### config.mk
export PLATFORM = sky130hd
export DESIGN_NAME = radix_integer_to_ascii
export DESIGN_NICKNAME = d
export VERILOG_FILES = /design/src/rita_pkg.sv /design/src/rita_ram.sv /design/src/radix_integer_to_ascii.sv
export SDC_FILE = /design/constraint.sdc
export NUM_CORES = 1
export LEC_CHECK = 0
export ABC_CLOCK_PERIOD_IN_PS = 3100
export BUFFER_PORTS_ARGS = -buffer_cell sky130_fd_sc_hd__buf_2
export CAP_MARGIN = 20
export CELL_PAD_IN_SITES_DETAIL_PLACEMENT = 2
export CELL_PAD_IN_SITES_GLOBAL_PLACEMENT = 2
export CORE_MARGIN = 5
export CORE_UTILIZATION = 30
export CTS_BUF_LIST = sky130_fd_sc_hd__clkbuf_4
export CTS_CLUSTER_SIZE = 14
export DETAILED_ROUTE_END_ITERATION = 16
export PLACE_DENSITY = 0.61
export SLEW_MARGIN = 25
export SYNTH_ARGS = -nofsm -noshare
export SYNTH_HDL_FRONTEND = slang
export SYNTH_SLANG_ARGS = --single-unit
### constraint.sdc
create_clock -name i_clk -period 3.1 [get_ports i_clk]
set_input_delay 0.62 -clock i_clk [delete_from_list [all_inputs] [get_ports i_clk]]
set_output_delay 0.62 -clock i_clk [all_outputs]
set_load 0.01 [all_outputs]
### src/rita_pkg.sv
`default_nettype none
// ----------------------------------------------------------------------------
// rita_pkg
// shared types, constants and helpers of the radix integer-to-ascii converter
// ----------------------------------------------------------------------------
package rita_pkg;

    localparam int VALUE_W      = 31;
    localparam int RADIX_W      = 6;
    localparam int CHAR_W       = 7;
    localparam int MAX_DIGITS   = 32;

    localparam logic [RADIX_W-1:0] RADIX_RESET = 6'd10;
    localparam logic [RADIX_W-1:0] RADIX_MIN   = 6'd2;
    localparam logic [RADIX_W-1:0] RADIX_MAX   = 6'd36;

    localparam logic [CHAR_W-1:0]  ALPHA_OFFSET = 7'd55;
    localparam logic [CHAR_W-1:0]  NUM_OFFSET   = 7'd48;
    localparam logic [RADIX_W-1:0] NUM_TOP      = 6'd9;

    typedef enum logic [2:0] {
        ST_IDLE,
        ST_DIV,
        ST_PUSH,
        ST_POP,
        ST_LOAD,
        ST_EMIT
    } t_state;

    // remainder to ascii digit
    function automatic logic [CHAR_W-1:0] to_ascii(input logic [RADIX_W-1:0] d);
        logic [CHAR_W-1:0] d_ext;
        d_ext = {{(CHAR_W-RADIX_W){1'b0}}, d};
        if (d > NUM_TOP) begin
            return d_ext + ALPHA_OFFSET;
        end
        return d_ext + NUM_OFFSET;
    endfunction

    // clamp the radix register to the supported range
    function automatic logic [RADIX_W-1:0] clamp_radix(input logic [RADIX_W-1:0] r);
        if (r < RADIX_MIN) begin
            return RADIX_MIN;
        end
        if (r > RADIX_MAX) begin
            return RADIX_MAX;
        end
        return r;
    endfunction

endpackage
`default_nettype wire

### src/rita_ram.sv
`default_nettype none
// ----------------------------------------------------------------------------
// rita_ram
// generic single-write, single-read ram with registered read data
// ----------------------------------------------------------------------------
module rita_ram #(
    parameter int WIDTH = 8,
    parameter int DEPTH = 32
) (
    input  wire logic                     i_clk,
    input  wire logic                     i_wr_en,
    input  wire logic [$clog2(DEPTH)-1:0] i_wr_addr,
    input  wire logic [WIDTH-1:0]         i_wr_data,
    input  wire logic                     i_rd_en,
    input  wire logic [$clog2(DEPTH)-1:0] i_rd_addr,
    output logic      [WIDTH-1:0]         o_rd_data
);

    logic [WIDTH-1:0] r_mem [DEPTH];

    always_ff @(posedge i_clk) begin
        if (i_wr_en) begin
            r_mem[i_wr_addr] <= i_wr_data;
        end
        if (i_rd_en) begin
            o_rd_data <= r_mem[i_rd_addr];
        end
    end

endmodule
`default_nettype wire

### src/radix_integer_to_ascii.sv
`default_nettype none
// ----------------------------------------------------------------------------
// radix_integer_to_ascii
// converts a non-negative integer to ascii digits in a programmable radix
// ----------------------------------------------------------------------------
// usage
//   input channel: i_valid / o_ready carry one 31-bit value per beat
//   output channel: o_valid / i_ready carry one ascii digit per beat, most
//     significant first; o_last_digit marks the final (least significant) one
//   config: i_cfg_wr_en writes i_cfg_wr_data into the radix register; values
//     below 2 act as 2 and above 36 act as 36; write only while idle
// timing
//   one shared restoring divider produces one quotient bit per cycle, so each
//   digit takes a full pass over every dividend bit, then a push into the digit stack ram
//   popping runs a ram read, a load and an output beat for each digit; the
//   output beat holds while i_ready is low
//   o_ready is high only while idle: one value is converted at a time
// reset
//   synchronous active-low i_rst_n returns to idle, empties the stack and sets
//   the radix to 10; the stack ram itself is not cleared
// stalls
//   while i_ready is low the current digit beat holds; nothing else advances
// ----------------------------------------------------------------------------
module radix_integer_to_ascii #(
    parameter int MAX_DIGITS = rita_pkg::MAX_DIGITS
) (
    input  wire logic                         i_clk,
    input  wire logic                         i_rst_n,
    // config
    input  wire logic                         i_cfg_wr_en,
    input  wire logic [rita_pkg::RADIX_W-1:0] i_cfg_wr_data,
    // input channel
    input  wire logic                         i_valid,
    output logic                              o_ready,
    input  wire logic [rita_pkg::VALUE_W-1:0] i_value,
    // output channel
    output logic                              o_valid,
    input  wire logic                         i_ready,
    output logic      [rita_pkg::CHAR_W-1:0]  o_digit_char,
    output logic                              o_last_digit
);

    localparam int AW    = $clog2(MAX_DIGITS);
    localparam int DW    = $clog2(MAX_DIGITS + 1);
    localparam int VW    = rita_pkg::VALUE_W;
    localparam int RW    = rita_pkg::RADIX_W;
    localparam int CW    = rita_pkg::CHAR_W;
    localparam int BW    = $clog2(VW);

    // control state
    rita_pkg::t_state r_state, n_state;
    logic [DW-1:0]    r_depth, n_depth;
    logic [RW-1:0]    r_radix;

    // datapath
    logic [RW-1:0]    r_radix_eff, n_radix_eff;
    logic [VW-1:0]    r_quo, n_quo;
    logic [RW-1:0]    r_rem, n_rem;
    logic [BW-1:0]    r_bit, n_bit;
    logic [CW-1:0]    r_out_char, n_out_char;
    logic             r_out_last, n_out_last;

    // divider step
    logic [RW:0]      step_shift;
    logic [RW:0]      step_diff;
    logic             step_ge;

    // stack ram
    logic             ram_wr_en;
    logic [AW-1:0]    ram_wr_addr;
    logic             ram_rd_en;
    logic [AW-1:0]    ram_rd_addr;
    logic [CW-1:0]    ram_rd_data;
    logic [DW-1:0]    depth_m1;

    // one restoring division step: bring in the next dividend bit
    assign step_shift = {r_rem, r_quo[VW-1]};
    assign step_diff  = step_shift - {1'b0, r_radix_eff};
    assign step_ge    = (step_shift >= {1'b0, r_radix_eff});
    assign depth_m1   = r_depth - DW'(1);

    // radix register
    always_ff @(posedge i_clk) begin
        if (!i_rst_n) begin
            r_radix <= rita_pkg::RADIX_RESET;
        end else if (i_cfg_wr_en) begin
            r_radix <= i_cfg_wr_data;
        end
    end

    // control registers
    always_ff @(posedge i_clk) begin
        if (!i_rst_n) begin
            r_state <= rita_pkg::ST_IDLE;
            r_depth <= '0;
        end else begin
            r_state <= n_state;
            r_depth <= n_depth;
        end
    end

    // payload registers
    always_ff @(posedge i_clk) begin
        r_radix_eff <= n_radix_eff;
        r_quo       <= n_quo;
        r_rem       <= n_rem;
        r_bit       <= n_bit;
        r_out_char  <= n_out_char;
        r_out_last  <= n_out_last;
    end

    // sequencer
    always_comb begin
        n_state     = r_state;
        n_depth     = r_depth;
        n_radix_eff = r_radix_eff;
        n_quo       = r_quo;
        n_rem       = r_rem;
        n_bit       = r_bit;
        n_out_char  = r_out_char;
        n_out_last  = r_out_last;
        ram_wr_en   = 1'b0;
        ram_wr_addr = r_depth[AW-1:0];
        ram_rd_en   = 1'b0;
        ram_rd_addr = depth_m1[AW-1:0];

        case (r_state)
            rita_pkg::ST_IDLE: begin
                if (i_valid) begin
                    n_radix_eff = rita_pkg::clamp_radix(r_radix);
                    n_quo       = i_value;
                    n_rem       = '0;
                    n_bit       = BW'(VW - 1);
                    n_depth     = '0;
                    n_state     = rita_pkg::ST_DIV;
                end
            end
            rita_pkg::ST_DIV: begin
                // quotient bits shift in where dividend bits leave
                n_quo = {r_quo[VW-2:0], step_ge};
                n_rem = step_ge ? step_diff[RW-1:0] : step_shift[RW-1:0];
                n_bit = r_bit - BW'(1);
                if (r_bit == '0) begin
                    n_state = rita_pkg::ST_PUSH;
                end
            end
            rita_pkg::ST_PUSH: begin
                // drop more significant digits once the stack is full
                if (r_depth < DW'(MAX_DIGITS)) begin
                    ram_wr_en = 1'b1;
                    n_depth   = r_depth + DW'(1);
                end
                n_rem = '0;
                n_bit = BW'(VW - 1);
                if (r_quo == '0) begin
                    n_state = rita_pkg::ST_POP;
                end else begin
                    n_state = rita_pkg::ST_DIV;
                end
            end
            rita_pkg::ST_POP: begin
                ram_rd_en = 1'b1;
                n_depth   = depth_m1;
                n_state   = rita_pkg::ST_LOAD;
            end
            rita_pkg::ST_LOAD: begin
                n_out_char = ram_rd_data;
                n_out_last = (r_depth == '0);
                n_state    = rita_pkg::ST_EMIT;
            end
            rita_pkg::ST_EMIT: begin
                if (i_ready) begin
                    n_state = r_out_last ? rita_pkg::ST_IDLE : rita_pkg::ST_POP;
                end
            end
            default: begin
                n_state = rita_pkg::ST_IDLE;
            end
        endcase
    end

    rita_ram #(
        .WIDTH (CW),
        .DEPTH (MAX_DIGITS)
    ) u_stack (
        .i_clk     (i_clk),
        .i_wr_en   (ram_wr_en),
        .i_wr_addr (ram_wr_addr),
        .i_wr_data (rita_pkg::to_ascii(r_rem)),
        .i_rd_en   (ram_rd_en),
        .i_rd_addr (ram_rd_addr),
        .o_rd_data (ram_rd_data)
    );

    assign o_ready      = (r_state == rita_pkg::ST_IDLE);
    assign o_valid      = (r_state == rita_pkg::ST_EMIT);
    assign o_digit_char = r_out_char;
    assign o_last_digit = r_out_last;

    // input and output sides are never open at once
    a_no_overlap: assert property (@(posedge i_clk) disable iff (!i_rst_n)
        !(o_ready && o_valid))
        else $error("input and output handshake open together");

    // the final digit beat returns the block to idle
    a_last_to_idle: assert property (@(posedge i_clk) disable iff (!i_rst_n)
        (o_valid && i_ready && o_last_digit) |=> o_ready)
        else $error("block not idle after final digit");

    // stack never overfills
    a_depth_bound: assert property (@(posedge i_clk) disable iff (!i_rst_n)
        r_depth <= DW'(MAX_DIGITS))
        else $error("digit stack depth out of range");

    // divisor stays in the supported range while dividing
    a_radix_range: assert property (@(posedge i_clk) disable iff (!i_rst_n)
        (r_state == rita_pkg::ST_DIV) |->
            (r_radix_eff >= rita_pkg::RADIX_MIN && r_radix_eff <= rita_pkg::RADIX_MAX))
        else $error("effective radix out of range");

endmodule
`default_nettype wire
; ---- After elaboration in Yosys (flattened, before gate mapping)
; Memory sizes are Yosys's and may differ from the RTL's. A register that Yosys moved wholly into a read port is not among the register bits.
; Cells that the tools add are included.
; Widths: inputs -> output; s select.
[word_totals]
register_bits = 71
ram_bits = 224
elab_cells = 76
memories = 1
[mem_list]
columns = memory, depth, width, read_ports, rd_clocked_by_memory_dff, wr, line_no
row1 = u_stack.r_mem, 32, 7, 1, 1, 1, rita_ram.sv:19  ; logic [WIDTH-1:0] r_mem [DEPTH];
[op_classes]
addsub = 6
order_cmp = 5
n_eq_ne = 9
n_mux = 34
reduce_logical = 12
[ops]
columns = operator, n
row1 = $pmux 31 s2, 1
row2 = $mux 6, 7
row3 = $pmux 6 s3, 2
row4 = $logic_not 31->1, 1
row5 = $mux 31, 1
row6 = $pmux 3 s6, 1
row7 = $pmux 5 s3, 1
row8 = $add 6x6->7 const B, 2
row9 = $mux 7, 2
row10 = $mux 1, 13
row11 = $mux 3, 3
row12 = $ge 7x6->1, 1
row13 = $add 6x1->6 const B, 1
row14 = $eq 3x2->1 const B, 2
row15 = $eq 3x3->1 const B, 2
row16 = $gt 6x4->1 const B, 1
row17 = $gt 6x6->1 const B, 1
row18 = $logic_not 6->1, 1
row19 = $lt 6x2->1 const B, 1
row20 = $lt 6x6->1 const B, 1
row21 = $ne 2x2->1 const B, 3
row22 = $reduce_and 2->1, 3
row23 = $reduce_and 3->1, 2
row24 = $reduce_bool 3->1, 2
row25 = 10 further kinds, 11

; ---- Logic depth before layout (Yosys ltp)
; Gate-level depths: netlist of run 1.
[logic_depth]
word_depth = 9
depth_mapped = 11

; ---- Cells and area by module
; A second synthesis of run 1 with hierarchy kept.
[hier_totals]
hier_cells = 763
hier_area_um2 = 12652.1
[by_module_without_submodules]
columns = module, n_inst, cells_each, area_per_inst_um2
row1 = rita_ram, 1, 370, 8903.5
row2 = radix_integer_to_ascii, 1, 393, 3748.6

; ---- Least setup slack after synthesis of run 1
; No wires, ideal clock.
[synth_path]
path_kind = register -> register
start = reg r_rem[0]
end = mem u_stack.r_mem[0][1] in the netlist's numbering, data pin
setup_time_ns = 0.454
t_arrival_ns = 2.399
required_time_ns = 2.646
slack_ns = 0.246
path_stages_with_launch = 6
cell_sequence = edfxtp_1 inv_1 ha_1 a32oi_1 o21ai_1 o21ai_0
[synth_between]
elab_chain_cells = 3
elab_cells_between_ends = 6
classes_between = 2 x add/sub / 1 x order compare / 3 x mux
[synth_lines]
columns = element, line_no
row1 = "start, declared", radix_integer_to_ascii.sv:58  ; logic [RW-1:0] r_rem, n_rem;
row2 = "start signal, assigned", radix_integer_to_ascii.sv:106  ; r_rem <= n_rem;
row3 = $add 6x6->7 or $gt 6x4->1 (tied branches), "rita_pkg.sv:35, rita_pkg.sv:34"
row4 = $mux 7 or $mux 1 (tied branches), rita_pkg.sv:34  ; if (d > NUM_TOP) begin
row5 = $mux 7 (*), rita_pkg.sv:37  ; return d_ext + NUM_OFFSET;
row6 = net u_stack.i_wr_data[1], rita_ram.sv:13  ; input wire logic [WIDTH-1:0] i_wr_data,
row7 = "end, declared", rita_ram.sv:19
; Mark *: on every way through the listed nets, which the timed path passes. The rest lies on a longest branch. The select of a mux whose other input is x is not followed.

; ---- Worst setup path in the final report of run 1
[layout_path]
start = reg r_depth[0]
end = reg u_stack.o_rd_data[5] (read register of u_stack.r_mem), data pin
[layout_between]
elab_chain_cells = 1
[layout_lines]
columns = element, line_no
row1 = "start, declared", radix_integer_to_ascii.sv:52  ; logic [DW-1:0] r_depth, n_depth;
row2 = "start signal, assigned", radix_integer_to_ascii.sv:98  ; r_depth <= n_depth;
row3 = $sub 6x1->6, radix_integer_to_ascii.sv:80  ; assign depth_m1 = r_depth - DW'(1);
row4 = "end, declared", rita_ram.sv:16  ; output logic [WIDTH-1:0] o_rd_data
; No other way between the ends.
; A chain may end at the register's enable or synchronous reset.

==> impl_metrics.toml, run 1 <==
[clock_tree]
tritoncts = "yes"
root_buffer = "clkbuf_4"
post_cts_buffers = 0
cts_sinks = 302
ctsHoldBuffers = 0
clk_latency_ps = 750
cts.clk_slew.worst_paths_ps = 60
clock_path_buffers = 3
cts_resized = 0
cts_buffers = 84
cts_max_level = 3

[worst_setup_path]
crit_arrival_ps = 3110
worstSetupStartpointType = "register"
crit_slowest_cell = "a211oi_2"
max_stage_delay_ps = 630
path_class = "register to register"
required_ps = 3710
worstPathCellList = "buf_12 > nor3_4 > and3_1 > a211oi_2 > o22ai_1 > nor2_1"
crit_fanout = 55
endpoint_kind = "register"

[floorplanning]
rows = 76
initial_utilization_pct = 30.1
fp.dieW_um = 217
num_io_pins = 52
die_h_um = 217
dieArea_um2 = 47200
core_um2 = 42800

[timing]
finalSetupTns_ps = 0
rsz0062_at_grt = "no"
hold_viol_final = 0
maxSlewViolCount = 0
worst_pin_slew_ps = 868
setup_viol = 0
skew_ps = 42.1
fin_crit_ps = 2490
fmax_mhz = 401
slew_headroom_pct = 42.1
min_period_over_period_pct = 80.5

[yosys]
synth_nets = 850
synth_xor_xnor_area_share_pct = 0.893
async_flop_share_pct = 0
ys_seq_elements = 302
synth_fa_ha_area_share_pct = 1.71
synth_compound_area_share_pct = 4.24
synth_area_um2 = 12900
synthSimpleGateAreaFrac_pct = 8.01
synth_seq_area_share_pct = 69.2
syn_avg_cell_area_um2 = 16.3
syn_inst = 791
synth_top_family_by_area = "multiplexers"
synth-main-ff-cell = "edfxtp_1"
synth_warnings = 0
synth_edf_count = 287
synthDistinctLibCells = 61
muxShareOfSynthArea_pct = 13.6

[final_layout]
nets = 1008
layout_common_cells = "edfxtp_1 (287), clkbuf_4 (127), nor2_1 (111)"
area_growth_syn_to_layout_pct = 17.8
drive_above_1_share_pct = 35.0
final_core_util_pct = 35.5
finish.instance_area_um2 = 15200
fill_cells = 4394
final_common_cell = "edfxtp_1"

[placement]
io_buffers = 51
dp_hpwl_mm = 21.6
place_area_um2 = 14100
finalWeightedCongestion = 0.728

[routing]
via_per_inst = 4.81
first_pass_iters = 5
drc = 0
drt-total-wl_mm = 33.0
ant_nets = 0
vias = 7493
drtIter0Drc = 331
routedWlPerCell_um = 21.2

[global_route]
globalRouteOverflowTotal = 0
grt_usage_pct = 14.3
grt_pass1_vias = 8657
grt_pass1_wl_mm = 51.9
grt_max_degree = 56
antenna_found_initial = 6

[min_path]
hold_class = "input port to register"

[pwr]
power.leakage_uw = 0.00519
power_density_nw_per_um2 = 780
ir_drop_v = 0.000341

[run]
max_cap_violations = 0

[run_status]
outcome = "complete, no violations"
==> metal layers <==
layer	global-route usage (%)	vias up	part of all wire [%]
met5	0	-	0.082
met4	4.44	4	1.8
li1	-	3452	-
met2	23.5	150	48
met1	18.4	3834	45
met3	4.12	53	4.7
==> final cells by class <==
class	count	area (um^2)	area share [%]
clock buffers	127	953	6.28
clock inverters	19	92.6	0.610
flip-flops and latches	302	8920	58.8
repair buffers	109	719	4.74
multi-input cells	430	3720	24.5
diodes	4	10.0	0.0659
well taps	546	683	4.50
inverters	22	82.6	0.544
==> path summary, 6_finish.rpt <==
path | cells after the start | from | slack, ps | end
worst max-delay path | 6 | r_depth[0] | 610 | u_stack.o_rd_data[5]
worst min-delay path | 3 | i_cfg_wr_data[3] | 120 | r_radix[3]
worst max register to register | 6 | r_depth[0] | 610 | u_stack.o_rd_data[5]
worst min register to register | 0 | u_stack.o_rd_data[2] | 420 | o_digit_char[2]
==> state kept, by name, indices dropped and copies added, names as in the netlist <==
signal,count
o_digit_char,7
u_stack.o_rd_data,7
o_last_digit,1
r_state,3
r_radix_eff,6
r_bit,5
r_depth,6
r_quo,31
u_stack.r_mem,224
r_rem,6
r_radix,6
==> critical path, delay by kind of cell (launching register included) <==
kind | cells | cell delay [ps]
buffers and inverters | 1 | 410
AO/OA/AOI/OAI | 2 | 930
flip-flops | 1 | 510
AND/OR/NAND/NOR | 3 | 500
==> synth_stat cells (all sizes together) (2+ instances only) <==
cell | n | area (um^2)
mux4 | 56 | 1260
nor3 | 13 | 76.3
a21oi | 17 | 85.1
o221ai | 2 | 17.5
or3 | 2 | 17.5
a31oi | 3 | 18.8
a32oi | 2 | 17.5
o21a | 3 | 22.5
nor2 | 111 | 417
a32o | 8 | 80.1
and3 | 4 | 25.0
dfxtp | 15 | 300
clkbuf | 9 | 33.8
inv | 22 | 82.6
xor2 | 3 | 45.1
o31ai | 4 | 30.0
nand4 | 3 | 18.8
and2 | 5 | 31.3
or2 | 5 | 31.3
mux2i | 15 | 150
buf | 28 | 196
a211oi | 3 | 27.5
a22oi | 2 | 15.0
xnor2 | 8 | 70.1
edfxtp | 287 | 8620
nand2 | 43 | 161
nand2b | 7 | 43.8
nor2b | 7 | 43.8
nor4 | 10 | 77.6
nor3b | 5 | 42.5
mux2 | 30 | 338
o22ai | 9 | 56.3
o21ai | 14 | 70.1
a311oi | 2 | 17.5
ha | 16 | 200
nand3 | 4 | 20.0
==> report_power, final <==
group          leakage (uW)  internal, uW  switching, uW
Sequential          0.00273          5410            151
Combinational       0.00183           917           1810
Clock              0.000626          1870           1700
==> stage by stage <==
step,std cells,hold slack (ps),setup slack (ps),total power (uW)
2_1_floorplan,791,400,246,7190
3_3_place_gp,1408,406,529,8320
3_5_place_dp,1409,408,552,8460
4_1_cts,1555,19.3,537,12100
5_1_grt,1559,-0.753,368,12600
6_report,1559,117,605,11800
==> cell families (layout without fill, tap and decap cells) <==
kind of cell | after synthesis | in the layout
other | 0 | 4
XOR/XNOR | 11 | 11
adder cells (fa/ha/maj) | 17 | 17
AO/OA/AOI/OAI | 79 | 79
buffers and inverters | 59 | 277
AND/OR/NAND/NOR | 222 | 222
flip-flops | 302 | 302
multiplexers | 101 | 101
Power figures use the tool's default switching activity.
==> inputs of run 2 (changes only) <==
ABC_CLOCK_PERIOD_IN_PS = 2450   (was 3100)
clock period = 2.45 ns   (was 3.1 ns; I/O delays follow)
==> run 2 against run 1 <==
Against the previous run: utilization increased by 1.6 points; flip-flop and latch count did not move; critical path depth stayed put; power increased by 30%; via count is 2.4% higher; register-to-register slack worse by 370 ps; first-iteration DRC count fell by 6.0%; critical path type unchanged; largest cell class unchanged.
==> impl_metrics.toml, run 2 (synthesized netlist as in run 1, its figures left out) <==
[run_status]
outcome = "complete, no violations"

[global_route]
globalRouteOverflowTotal = 0
grt_pass1_vias = 8839
grt_max_degree = 46
grt_pass1_wl_mm = 53.6
antenna_found_initial = 2
grt_usage_pct = 14.9

[run]
max_cap_violations = 0

[worst_setup_path]
path_class = "register to register"
rr_worst_depth = 6
reg2reg_to = "r_rem[1]"
r2r_setup_slack_ps = 230
crit_arrival_ps = 2700
crit_fanout = 7
required_ps = 2930
critPathLaunch = "r_rem[2]"
worstSetupStartpointType = "register"
endpoint_kind = "register"
reg2reg_from = "r_rem[2]"

[timing]
skew_ps = 40.4
hold_viol_final = 0
fin_crit_ps = 2220
worst_pin_slew_ps = 694
rsz0062_at_grt = "no"
maxSlewViolCount = 0
min_period_over_period_pct = 90.5
hold_ws_ps = 98.3
setup_viol = 0
fmax_mhz = 451
slew_headroom_pct = 53.7

[floorplanning]
die_h_um = 217
fp.dieW_um = 217
rows = 76
num_io_pins = 52
initial_utilization_pct = 30.1
dieArea_um2 = 47200
core_um2 = 42800

[placement]
io_buffers = 51
placed_cells = 1425
finalWeightedCongestion = 0.715
dp_hpwl_mm = 22.0

[routing]
via_per_inst = 4.73
ant_nets = 0
vias = 7675
drtIter0Drc = 311
routedWlPerCell_um = 21.2
drt-total-wl_mm = 34.3
drc = 0
first_pass_iters = 4

[pwr]
power.leakage_uw = 0.00551
power_density_nw_per_um2 = 974
ir_drop_v = 0.000328

[clock_tree]
cts_max_level = 3
clock_path_buffers = 3
root_buffer = "clkbuf_4"
cts.clk_slew.worst_paths_ps = 70
cts_sinks = 302
clk_latency_ps = 750
tritoncts = "yes"
cts_buffers = 86

[final_layout]
area_growth_syn_to_layout_pct = 23.0
layout_common_cells = "edfxtp_1 (287), clkbuf_4 (137), nor2_1 (111)"
regMostFlops = "u_stack.r_mem"
largest_register_ffs = 224
top_regs = "u_stack.r_mem (224), r_quo (31)"
drive_above_1_share_pct = 35.3
final_common_cell = "edfxtp_1"
nets = 1065
fill_cells = 4330
layout.cells.non_filler = 1622

[min_path]
holdPathStages = 2
min_to = "r_quo[30]"
hold_start = "i_value[30]"
hold_class = "input port to register"
## run 2: metrics by stage
step	util [%]	total power, uW	instance area (um^2)	TNS [ps]	worst slack [ps]
floorplan	-	9120	12900	-6740	-168
global placement	33.5	10700	14300	0	194
detailed placement	33.5	10900	14300	0	40.6
CTS	37.0	15800	15900	0	122
global route	37.1	16400	15900	0	15.5
finish	37.1	15500	15900	0	232
## run 2: repair_timing
item,CTS,global route
setup buffers,0,0
endpoints found under the hold margin,37,0
pin swaps,0,0
cloned,0,0
setup endpoints to repair,1,8
hold buffers,39,0
gates resized for setup,1,1
## run 2: final cells by class
cell class | count | area (um^2) | area share (%)
multi-input cells | 430 | 3730 | 23.5
well taps | 546 | 683 | 4.31
inverters | 22 | 82.6 | 0.521
diodes | 2 | 5.00 | 0.0316
repair buffers | 164 | 1320 | 8.33
clock inverters | 19 | 86.3 | 0.544
flip-flops and latches | 302 | 8920 | 56.2
clock buffers | 137 | 1030 | 6.48
## run 2: worst max path at each step
stage	end	slack (ps)	cells after the start
2_1_floorplan	u_stack.r_mem[0][5]	-170	6
3_3_place_gp	u_stack.r_mem[1][1]	190	6
3_5_place_dp	u_stack.r_mem[22][2]	40	7
4_1_cts	u_stack.r_mem[6][1]	120	6
5_1_grt	u_stack.r_mem[3][5]	20	8
6_report	r_rem[1]	230	6
## run 2: critical path, cell delays in order, from the launching register on
cell	delay, ps
edfxtp_1	560
ha_1	430
nand3_1	140
a21oi_1	250
o31a_1	330
nor3_1	80
o21a_1	190
## run 2: power by group
part	switching [uW]	total [uW]	internal, uW
combinational	2400	3760	1360
sequential	140	6980	6840
clock	2180	4710	2530
total	4720	15500	10700
## run 2: routing by layer
| metal | GRT usage (%) | vias to the layer above | wire (um) | share of wire, % |
|---|---|---|---|---|
| li1 | - | 3571 | - | - |
| met1 | 18.9 | 3900 | 15000 | 44 |
| met2 | 25.2 | 162 | 17200 | 50 |
| met3 | 3.96 | 42 | 1670 | 4.8 |
| met4 | 4.21 | 0 | 479 | 1.4 |
| met5 | 0 | - | 0 | 0 |
==> inputs of run 3 (changes only) <==
ABC_AREA = 1   (was default)
PLACE_DENSITY = 0.67   (was 0.61)
SYNTH_HIERARCHICAL = 1   (was default)
==> run 3 against run 2 <==
Against the previous run: flip-flop and latch count unchanged; cell count increased by 29%; synthesized cell count increased by 61%; register-to-register slack got worse by 90 ps; clock power decreased by 4%; largest power group unchanged.
==> impl_metrics.toml, run 3 <==
[run_status]
outcome = "complete, no violations"

[final_layout]
layout.cells.non_filler = 2100
seqCellArea_um2 = 8920
final_core_util_pct = 36.4
largest_register_ffs = 224
drive_above_1_share_pct = 19.4
fill_cells = 4928
final_common_cell = "nand2_1"
regMostFlops = "u_stack/r_mem"
nets = 1508
layout_common_cells = "nand2_1 (456), edfxtp_1 (287), nand3_1 (204)"
top_regs = "u_stack/r_mem (224), r_quo (31)"
multi_input_area_um2 = 3910
area_growth_syn_to_layout_pct = 20.3

[worst_setup_path]
crit_arrival_ps = 2730
crit_fanout = 16
critPathLaunch = "r_rem[0]"
r2r_setup_slack_ps = 140
reg2reg_from = "r_rem[0]"
endpoint = "u_stack/r_mem[3][4]"
crit_top_cell = "nand2_1"
reg2reg_to = "u_stack/r_mem[3][4]"
endpoint_kind = "register"
worstPathCellList = "inv_1 > ha_1 > nand2_1 > nand3_1 > nand2_1 > nand2_1 > inv_1 > nand3_1 > xor2_4 > buf_12"
crit_slowest_cell = "nand3_1"
worstSetupStartpointType = "register"
max_stage_delay_ps = 440
rr_worst_depth = 10
required_ps = 2870
path_class = "register to register"

[clock_tree]
clk_latency_ps = 720
cts_sinks = 302
cts_buffers = 83
cts_max_level = 3
root_buffer = "clkbuf_4"
tritoncts = "yes"
clock_path_buffers = 3
cts.clk_slew.worst_paths_ps = 60

[global_route]
grtUsageMet3_pct = 2.61
grt_use_met1_pct = 20.0
grt_pass1_vias = 11400
globalRouteOverflowTotal = 0
grt_pass1_wl_mm = 65.0
use_met2_pct = 31.3
antenna_found_initial = 1
grt_max_degree = 59
grt_usage_pct = 16.9
grt_busiest_layer = "met2"

[routing]
drc = 0
routedWlPerCell_um = 19.7
ant_nets = 0
drt-total-wl_mm = 41.4
vias = 10100
drtIter0Drc = 478
via_per_inst = 4.80
first_pass_iters = 5

[yosys]
synth.most_common_cell = "nand2_1"
synth_warnings = 6
synth_top_area_cell = "edfxtp_1"
synthTopCellsByArea = "edfxtp_1 (65%), nand2_1 (13%), nand3_1 (7.7%), dfxtp_1 (2.3%), nor2_1 (2.1%)"
async_flop_share_pct = 0
synth-main-ff-cell = "edfxtp_1"
syn_avg_cell_area_um2 = 10.5
synth_edf_count = 287
synth_top_cell_area_share_pct = 64.6
syn_inst = 1271
synth_nets = 1329
synthDistinctLibCells = 35
ys_seq_elements = 302
synth_seq_area_share_pct = 66.9
synth_common_cells = "nand2_1 (456), edfxtp_1 (287), nand3_1 (204)"
synth_area_um2 = 13300

[placement]
finalWeightedCongestion = 0.744
dp_hpwl_mm = 26.9
placed_cells = 1939
io_buffers = 51

[min_path]
hold_class = "input port to register"

[timing]
fmax_mhz = 433
rsz0062_at_grt = "no"
fin_crit_ps = 2310
setup_viol = 0
maxSlewViolCount = 0
hold_viol_final = 0
min_period_over_period_pct = 94.3
hold_ws_ps = 79.3
slew_headroom_pct = 51.3
worst_pin_slew_ps = 731
skew_ps = 46.7

[run]
max_cap_violations = 0

[floorplanning]
initial_utilization_pct = 30.2
die_h_um = 221
fp.dieW_um = 221
num_io_pins = 52
dieArea_um2 = 48800
core_um2 = 44100
rows = 77

[pwr]
power.leakage_uw = 0.00636
power_density_nw_per_um2 = 1200
ir_drop_v = 0.000953
## run 3: power by group
part | switching (uW) | total, uW | internal, uW
registers | 203 | 7590 | 7390
logic | 4970 | 7080 | 2120
clock network | 2100 | 4540 | 2450
## run 3: cell type report
cell class | count | area share [%]
flip-flops and latches | 302 | 55.6
multi-input cells | 847 | 24.3
repair buffers | 149 | 7.36
clock buffers | 127 | 5.94
well taps | 592 | 4.62
inverters | 67 | 1.59
clock inverters | 15 | 0.546
diodes | 1 | 0.0156
## run 3: how the worst min path moves through the flow
| stage | start | end | slack [ps] | cells after the start |
|---|---|---|---|---|
| global placement | r_radix[4] | r_radix[4] | 480 | 2 |
| CTS | i_value[20] | r_quo[20] | 6 | 3 |
| detailed placement | u_stack/o_rd_data[1] | o_digit_char[1] | 490 | 0 |
| floorplan | u_stack/o_rd_data[0] | o_digit_char[0] | 400 | 0 |
| finish | i_value[20] | r_quo[20] | 80 | 3 |
| global route | i_value[20] | r_quo[20] | 30 | 3 |
## run 3: logic make-up (layout without fill, tap and decap cells)
family | after synthesis | in the layout | share of synthesized area [%]
adders and majority gates | 16 | 16 | 1.56
buffers and inverters | 123 | 358 | 4.60
and+or+nand+nor | 769 | 769 | 24.4
AOI/OAI and AO/OA | 51 | 51 | 1.95
DFF | 302 | 302 | 66.9
xor gates and xnor gates | 10 | 11 | 0.657
other | 0 | 1 | 0
## run 3: timing repair
action | CTS | global route
resized for setup | 1 | 0
hold endpoints to repair | 13 | 0
hold buffers | 13 | 0
buffers inserted | 3 | 0
endpoints found under the setup margin | 32 | 0
## run 3: layer usage
layer | wire [um] | vias up
met1 | 17200 | 5133
met5 | 0 | -
met3 | 1070 | 68
met4 | 897 | 0
met2 | 22300 | 130
li1 | - | 4743
## run 3: per-stage QoR
step / area, um^2 / power (uW) / setup TNS [ps] / worst slack (ps)
2_1_floorplan: 13300 / 11300 / -24940 / -385
3_3_place_gp: 14800 / 14300 / 0 / 123
3_5_place_dp: 14800 / 14500 / -1160 / -39.5
4_1_cts: 16000 / 19400 / 0 / 37.4
5_1_grt: 16000 / 20500 / 0 / 12.1
6_report: 16000 / 19200 / 0 / 140
## run 3: critical path: cells and delay by family, from the launching register on
family                   cells  cell delay [ps]
XOR/XNOR                     1              350
AND/OR/NAND/NOR              5              780
buffers and inverters        3              340
flip-flops                   1              340
adder cells (fa/ha/maj)      1              210
